--- config.mk ---
export PLATFORM = sky130hd
export DESIGN_NAME = protobuf_field_encoder
export DESIGN_NICKNAME = d
export VERILOG_FILES = /design/src/rtl/core/pfe_pkg.sv /design/src/rtl/core/pfe_varint_unit.sv /design/src/rtl/core/protobuf_field_encoder.sv
export SDC_FILE = /design/constraint.sdc
export NUM_CORES = 1
export LEC_CHECK = 0
export ABC_CLOCK_PERIOD_IN_PS = 6000
export BUFFER_PORTS_ARGS = -buffer_cell sky130_fd_sc_hd__buf_4
export CELL_PAD_IN_SITES_DETAIL_PLACEMENT = 0
export CELL_PAD_IN_SITES_GLOBAL_PLACEMENT = 1
export CORE_ASPECT_RATIO = 0.7
export CORE_UTILIZATION = 49
export CTS_CLUSTER_SIZE = 10
export DETAILED_ROUTE_END_ITERATION = 10
export GPL_ROUTABILITY_DRIVEN = 0
export PLACE_DENSITY = 0.86
export SLEW_MARGIN = 20
export SYNTH_ARGS = -nofsm -noshare
export SYNTH_HDL_FRONTEND = slang
export SYNTH_HIERARCHICAL = 1
export SYNTH_SLANG_ARGS = --single-unit
--- constraint.sdc ---
create_clock -name clk -period 6 [get_ports clk]
set_input_delay 0.9 -clock clk [delete_from_list [all_inputs] [get_ports clk]]
set_output_delay 0.9 -clock clk [all_outputs]
set_load 0.005 [all_outputs]
--- src/rtl/core/pfe_pkg.sv ---
// Shared types and constants for the protobuf field encoder.
// No dependencies; imported by pfe_varint_unit, protobuf_field_encoder and pfe_checker.
package pfe_pkg;

	localparam int VAL_W  = 64;
	localparam int GRP_W  = 7;
	localparam int FLD_W  = 29;
	localparam int TOT_W  = 32;

	// Item kinds
	localparam logic [1:0] KIND_VARINT_FIELD = 2'd0;
	localparam logic [1:0] KIND_LEN_HDR      = 2'd1;
	localparam logic [1:0] KIND_BARE_VARINT  = 2'd2;
	localparam logic [1:0] KIND_RAW_BYTE     = 2'd3;

	// Wire types placed in the low bits of a tag
	localparam logic [2:0] WIRE_VARINT    = 3'd0;
	localparam logic [2:0] WIRE_LEN_DELIM = 3'd2;

	typedef enum logic [1:0] {
		ST_IDLE,
		ST_TAG,
		ST_VAL,
		ST_RAW
	} state_t;

	// Sequencer to shift unit
	typedef struct packed {
		logic             load;
		logic             step;
		logic [VAL_W-1:0] value;
	} vu_ctrl_t;

	// Shift unit to sequencer
	typedef struct packed {
		logic       is_last;
		logic [7:0] grp_byte;
		logic [7:0] raw_byte;
	} vu_stat_t;

endpackage

--- src/rtl/core/pfe_varint_unit.sv ---
// Shared varint shift unit: holds the value being encoded and peels off
// one 7-bit group per step. Depends on pfe_pkg.
module pfe_varint_unit
	import pfe_pkg::*;
(
	input  logic     clk,
	input  vu_ctrl_t ctrl,
	output vu_stat_t stat
);

	logic [VAL_W-1:0] value_q;

	// Load a new value or drop the group just sent
	always_ff @(posedge clk) begin
		if (ctrl.load) begin
			value_q <= ctrl.value;
		end else if (ctrl.step) begin
			value_q <= value_q >> GRP_W;
		end
	end

	// Current group with continuation bit unless nothing remains above it
	always_comb begin
		stat.is_last  = (value_q[VAL_W-1:GRP_W] == '0);
		stat.grp_byte = {~stat.is_last, value_q[GRP_W-1:0]};
		stat.raw_byte = value_q[7:0];
	end

endmodule

--- src/rtl/core/protobuf_field_encoder.sv ---
// Protobuf wire-item encoder, top level.
// Depends on pfe_pkg and pfe_varint_unit.
//
// Usage:
//   Input channel (in_valid/in_ready) takes one request: kind, field_number
//   and payload. Kind 0 and 1 send a tag varint then the payload varint,
//   kind 2 sends the payload varint alone, kind 3 sends payload[7:0].
//   Output channel (out_valid/out_ready) gives one byte per transfer, with
//   last on the final byte of an item, deliver = !counting_only and
//   running_total = bytes sent so far including this one (wraps at 2^32).
//   cfg_we/cfg_data write counting_only; write it only while idle.
// Timing:
//   One byte leaves the shared shift unit per cycle unless the output
//   register stalls; an item of N bytes (1 to 15) is accepted, then each
//   byte is sent from the loaded shift unit via the output register. in_ready
//   is high only while the sequencer is idle; the next item may be taken
//   while the last byte still waits in the output register.
// Reset: arst_n clears the sequencer, the byte counter, counting_only and
//   out_valid. A stalled receiver holds the output register and the
//   sequencer simply waits; no byte is lost or repeated.
module protobuf_field_encoder
	import pfe_pkg::*;
(
	input  logic             clk,
	input  logic             arst_n,
	input  logic             cfg_we,
	input  logic             cfg_data,
	input  logic             in_valid,
	output logic             in_ready,
	input  logic [1:0]       kind,
	input  logic [FLD_W-1:0] field_number,
	input  logic [VAL_W-1:0] payload,
	output logic             out_valid,
	input  logic             out_ready,
	output logic [7:0]       out_byte,
	output logic             last,
	output logic             deliver,
	output logic [TOT_W-1:0] running_total
);

	state_t           state_q, state_d;
	logic             counting_only_q;
	logic [VAL_W-1:0] payload_q;
	logic             out_valid_q;
	logic [7:0]       out_byte_q;
	logic             last_q;
	logic             deliver_q;
	logic [TOT_W-1:0] total_q;

	logic       accept;
	logic       emit;
	logic [7:0] emit_byte;
	logic       emit_last;
	vu_ctrl_t   vu_ctrl;
	vu_stat_t   vu_stat;

	pfe_varint_unit u_varint (
		.clk  (clk),
		.ctrl (vu_ctrl),
		.stat (vu_stat)
	);

	assign in_ready = (state_q == ST_IDLE);
	assign accept   = in_valid & in_ready;
	assign emit     = (state_q != ST_IDLE) & (~out_valid_q | out_ready);

	// Sequencer: next state, shift unit control and byte selection
	always_comb begin
		state_d       = state_q;
		vu_ctrl.load  = 1'b0;
		vu_ctrl.step  = 1'b0;
		vu_ctrl.value = payload;
		emit_byte     = vu_stat.grp_byte;
		emit_last     = 1'b0;
		case (state_q)
			ST_IDLE: begin
				if (accept) begin
					vu_ctrl.load = 1'b1;
					case (kind)
						KIND_VARINT_FIELD: begin
							vu_ctrl.value = {{(VAL_W-FLD_W-3){1'b0}}, field_number, WIRE_VARINT};
							state_d       = ST_TAG;
						end
						KIND_LEN_HDR: begin
							vu_ctrl.value = {{(VAL_W-FLD_W-3){1'b0}}, field_number,
								WIRE_LEN_DELIM};
							state_d       = ST_TAG;
						end
						KIND_BARE_VARINT: state_d = ST_VAL;
						default:          state_d = ST_RAW;
					endcase
				end
			end
			ST_TAG: begin
				if (emit) begin
					if (vu_stat.is_last) begin
						vu_ctrl.load  = 1'b1;
						vu_ctrl.value = payload_q;
						state_d       = ST_VAL;
					end else begin
						vu_ctrl.step = 1'b1;
					end
				end
			end
			ST_VAL: begin
				emit_last = vu_stat.is_last;
				if (emit) begin
					if (vu_stat.is_last) begin
						state_d = ST_IDLE;
					end else begin
						vu_ctrl.step = 1'b1;
					end
				end
			end
			ST_RAW: begin
				emit_byte = vu_stat.raw_byte;
				emit_last = 1'b1;
				if (emit) begin
					state_d = ST_IDLE;
				end
			end
			default: state_d = ST_IDLE;
		endcase
	end

	// Hold sequencer state, counter, mode and output handshake
	always_ff @(posedge clk or negedge arst_n) begin
		if (!arst_n) begin
			state_q         <= ST_IDLE;
			counting_only_q <= 1'b0;
			out_valid_q     <= 1'b0;
			total_q         <= '0;
		end else begin
			state_q <= state_d;
			if (cfg_we) begin
				counting_only_q <= cfg_data;
			end
			if (emit) begin
				out_valid_q <= 1'b1;
				total_q     <= total_q + 1'b1;
			end else if (out_ready) begin
				out_valid_q <= 1'b0;
			end
		end
	end

	// Output payload and held item value
	always_ff @(posedge clk) begin
		if (accept) begin
			payload_q <= payload;
		end
		if (emit) begin
			out_byte_q <= emit_byte;
			last_q     <= emit_last;
			deliver_q  <= ~counting_only_q;
		end
	end

	assign out_valid     = out_valid_q;
	assign out_byte      = out_byte_q;
	assign last          = last_q;
	assign deliver       = deliver_q;
	assign running_total = total_q;

endmodule

==> flow_metrics.py <==
metrics = {
    "critical_path": {
        "cp_max_fo": 29,
        "crit_chain": "nor4_1, nand4_1, nor4_1, inv_1, nor4b_4, nand2b_2, or2_2, buf_4",
        "ff2ff_setup_slack_ns": 2.05,
        "path_delay_family": "simple AND/OR/NAND/NOR gates",
        "arrival_ns": 4.04,
        "endpoint_kind": "flip-flop",
        "reg2reg_from": "u_varint/value_q[53]$_DFFE_PP_",
        "worstSetupPathType": "reg2reg",
        "slowest_delay_ns": 0.63,
        "cpMaxStageDelayCell": "nor4_1",
        "startpoint_type": "flip-flop",
        "path_common_cell": "nor4_1",
        "cp.required_ns": 6.09,
        "r2r_cells": 8,
        "r2r-end": "u_varint/value_q[13]$_DFFE_PP_",
        "worst-path-buf-inv": 2,
    },
    "die": {
        "initial_core_util_pct": 50.77,
        "core_area_sq_um": 15690,
        "die_h_microns": 108.7,
        "num_rows": 38,
        "die-area_sq_um": 16780,
        "boundaryPins": 145,
        "die_w_microns": 154.4,
    },
    "clock_tree": {
        "cts_root_buf": "clkbuf_16",
        "hold_buffers": 0,
        "cts_resized": 0,
        "postCtsSetupBuffers": 0,
        "ctsHtreeMaxLevel": 4,
        "cts_made_buffers": 17,
        "clkTransAtPathRegs_ns": 0.06,
        "cts_tree": "yes",
        "clock_sinks": 174,
        "clkLatencyLatePin_ns": 0.43,
        "cts.path.max_buffers": 2,
    },
    "grt": {
        "grt_max_degree": 65,
        "grt_pass1_wl_microns": 26520,
        "grt_usage_pct": 21.03,
        "grt_pass1_vias": 4880,
        "antenna_found_initial": 0,
        "grt_overflow": 0,
    },
    "power": {
        "p_seq_share_pct": 48.3,
        "leakage_nw": 3.961,
        "p_int_mw": 2.954,
        "share_comb_of_total_power_pct": 27.0,
        "switchingPower_mw": 1.231,
        "pwr-share-clk_pct": 24.7,
        "switching_share_pct": 29.42,
        "ir_drop_v": 0.0002187,
        "power.density_nw_per_um2": 434.8,
    },
    "detailed_routing": {
        "route.final.wire_length_microns": 16990,
        "viasPerCell": 5.724,
        "drtAntennaViolNets": 0,
        "drt_iter0_markers": 350,
        "vias": 4997,
        "drcViolationCount": 0,
        "wire_per_inst_microns": 19.46,
        "first_pass_iters": 5,
    },
    "synth": {
        "postSynthAreaPerCell_sq_um": 14.92,
        "yosys_warnings": 6,
        "syn_inst": 534,
        "syn_nets": 641,
        "synth_cell_type_count": 40,
        "ys_seq_area_share_pct": 63.34,
        "syn-cell-area_sq_um": 7965,
        "ys_ff_latch": 174,
    },
    "timing": {
        "final_hold_viol_count": 0,
        "slew_headroom_pct": 32.43,
        "rsz0062_at_grt": "false",
        "final.setup_skew_ns": 0.01094,
        "max_slew.worst_pin.slew_ns": 1.008,
        "finalMaxSlewViolations": 0,
        "hold_ws_ns": 0.4159,
        "fmax_mhz": 253.5,
        "fin_ws_ns": 2.055,
        "timing.final.crit_share_pct": 65.75,
        "setup_viol": 0,
        "period_minus_slack_ns": 3.945,
        "setup_tns_ns": 0,
    },
    "place": {
        "dp_cells": 841,
        "port_buffers": 144,
        "dp_hpwl_microns": 11700,
        "post-place-ws_ns": 2.089,
    },
    "flow_run": {
        "max_cap_viol_count": 0,
    },
    "layout": {
        "area_growth_pct": 20.83,
        "final_cells": 873,
        "drive_above_1_share_pct": 38.48,
        "num-nets-final": 767,
        "num_antenna_cells": 0,
        "fillers": 1177,
    },
    "min_path": {
        "hp-class": "in2async",
    },
    "run_status": {
        "run_status": "finished clean",
    },
}
==> routing by layer <==
metal	vias to the layer above	wire, microns	track usage [%]
li1	2324	-	-
met1	2520	8578	31.99
met2	141	7334	29.55
met3	12	919	5.405
met4	0	156	6.223
met5	-	0	0
==> logic make-up after synthesis <==
family	after synthesis	synth area share (%)
adders and majority gates	6	0.9425
xor gates and xnor gates	31	3.409
DFF	174	63.34
AOI/OAI and AO/OA	101	10.52
and+or+nand+nor	102	8.247
buffers and inverters	51	3.833
muxes	69	9.708
==> state kept, by name, summed over array words and instances, names as in the netlist <==
name	cells
counting_only_q	1
payload_q	64
running_total	32
u_varint/value_q	64
out_byte	8
state_q	2
deliver	1
out_valid	1
last	1
==> power groups by stage <==
stage	Combinational, mW	Clock (mW)	Sequential, mW
2_1_floorplan	0.827	0	1.98
4_1_cts	1.14	1.05	2.02
3_3_place_gp	1.10	0	2.03
3_5_place_dp	1.13	0	2.05
5_1_grt	1.23	1.10	2.07
6_report	1.13	1.03	2.02
==> area by class of cell <==
class,instances,area (sq um),share of cell area [%]
clock inverters,10,87.58,0.9100
clock buffers,22,454.2,4.719
multi-input cells,309,2628,27.30
well taps,200,250.2,2.600
flip-flops and latches,174,5045,52.42
inverters,7,26.28,0.2730
repair buffers,151,1134,11.78
==> synthesized netlist by cell type <==
cell,number,area (sq um)
a21o_1,31,232.7
a22o_1,64,560.5
a32oi_1,1,8.760
and2_1,12,75.07
and2b_2,1,8.760
and3_1,8,50.05
and4_1,6,52.55
and4_4,1,11.26
buf_2,19,95.09
buf_4,18,135.1
buf_6,3,33.78
clkbuf_1,4,15.01
dfrtp_1,36,900.9
edfxtp_1,138,4144
ha_1,6,75.07
inv_1,7,26.28
mux2_2,66,743.2
mux2i_1,3,30.03
nand2_1,9,33.78
nand2b_1,3,18.77
nand3_1,7,35.03
nand4_1,23,143.9
nor2_1,6,22.52
nor2_2,1,6.260
nor2b_1,1,6.260
nor2b_4,1,13.76
nor3_1,3,15.01
nor3_2,1,10.01
nor3b_2,1,12.51
nor4_1,13,81.33
nor4_2,1,12.51
nor4b_4,1,23.77
nor4bb_1,1,10.01
o21ai_0,3,15.01
o21ai_2,1,8.760
o31ai_2,1,12.51
or2_2,1,6.260
or4_1,1,7.510
xnor2_1,25,219.0
xor2_1,6,52.55
==> metrics by stage <==
step                      power, mW  cell area, sq um  utilization, %
after global placement        3.131              9080           57.87
after floorplan               2.810              7965               -
final                         4.185              9624           61.34
after global routing          4.393              9624           61.34
after detailed placement      3.180              9080           57.87
after CTS                     4.217              9622           61.32
==> cells in the final DEF (no fill, tap or decap), drive strengths merged, types with 7 or more instances in the layout <==
cell type,count
buf,151
edfxtp,138
mux2,66
a22o,64
dfrtp,36
a21o,31
xnor2,25
nand4,23
clkbuf,22
nor4,14
and2,12
inv,12
nand2,9
and3,8
nand3,7
and4,7
nor2,7
==> how the worst max path moves through the flow <==
stage	startpoint	end	slack [ns]	cells past startpoint
finish	u_varint/value_q[53]$_DFFE_PP_	u_varint/value_q[13]$_DFFE_PP_	2.05	8
global route	u_varint/value_q[14]$_DFFE_PP_	u_varint/value_q[13]$_DFFE_PP_	1.81	8
CTS	u_varint/value_q[27]$_DFFE_PP_	u_varint/value_q[13]$_DFFE_PP_	2.05	8
detailed placement	u_varint/value_q[13]$_DFFE_PP_	u_varint/value_q[18]$_DFFE_PP_	2.09	8
global placement	u_varint/value_q[27]$_DFFE_PP_	u_varint/value_q[19]$_DFFE_PP_	2.23	8
floorplan	u_varint/value_q[15]$_DFFE_PP_	u_varint/value_q[0]$_DFFE_PP_	2.37	10
(Power assumes the default switching activity.)
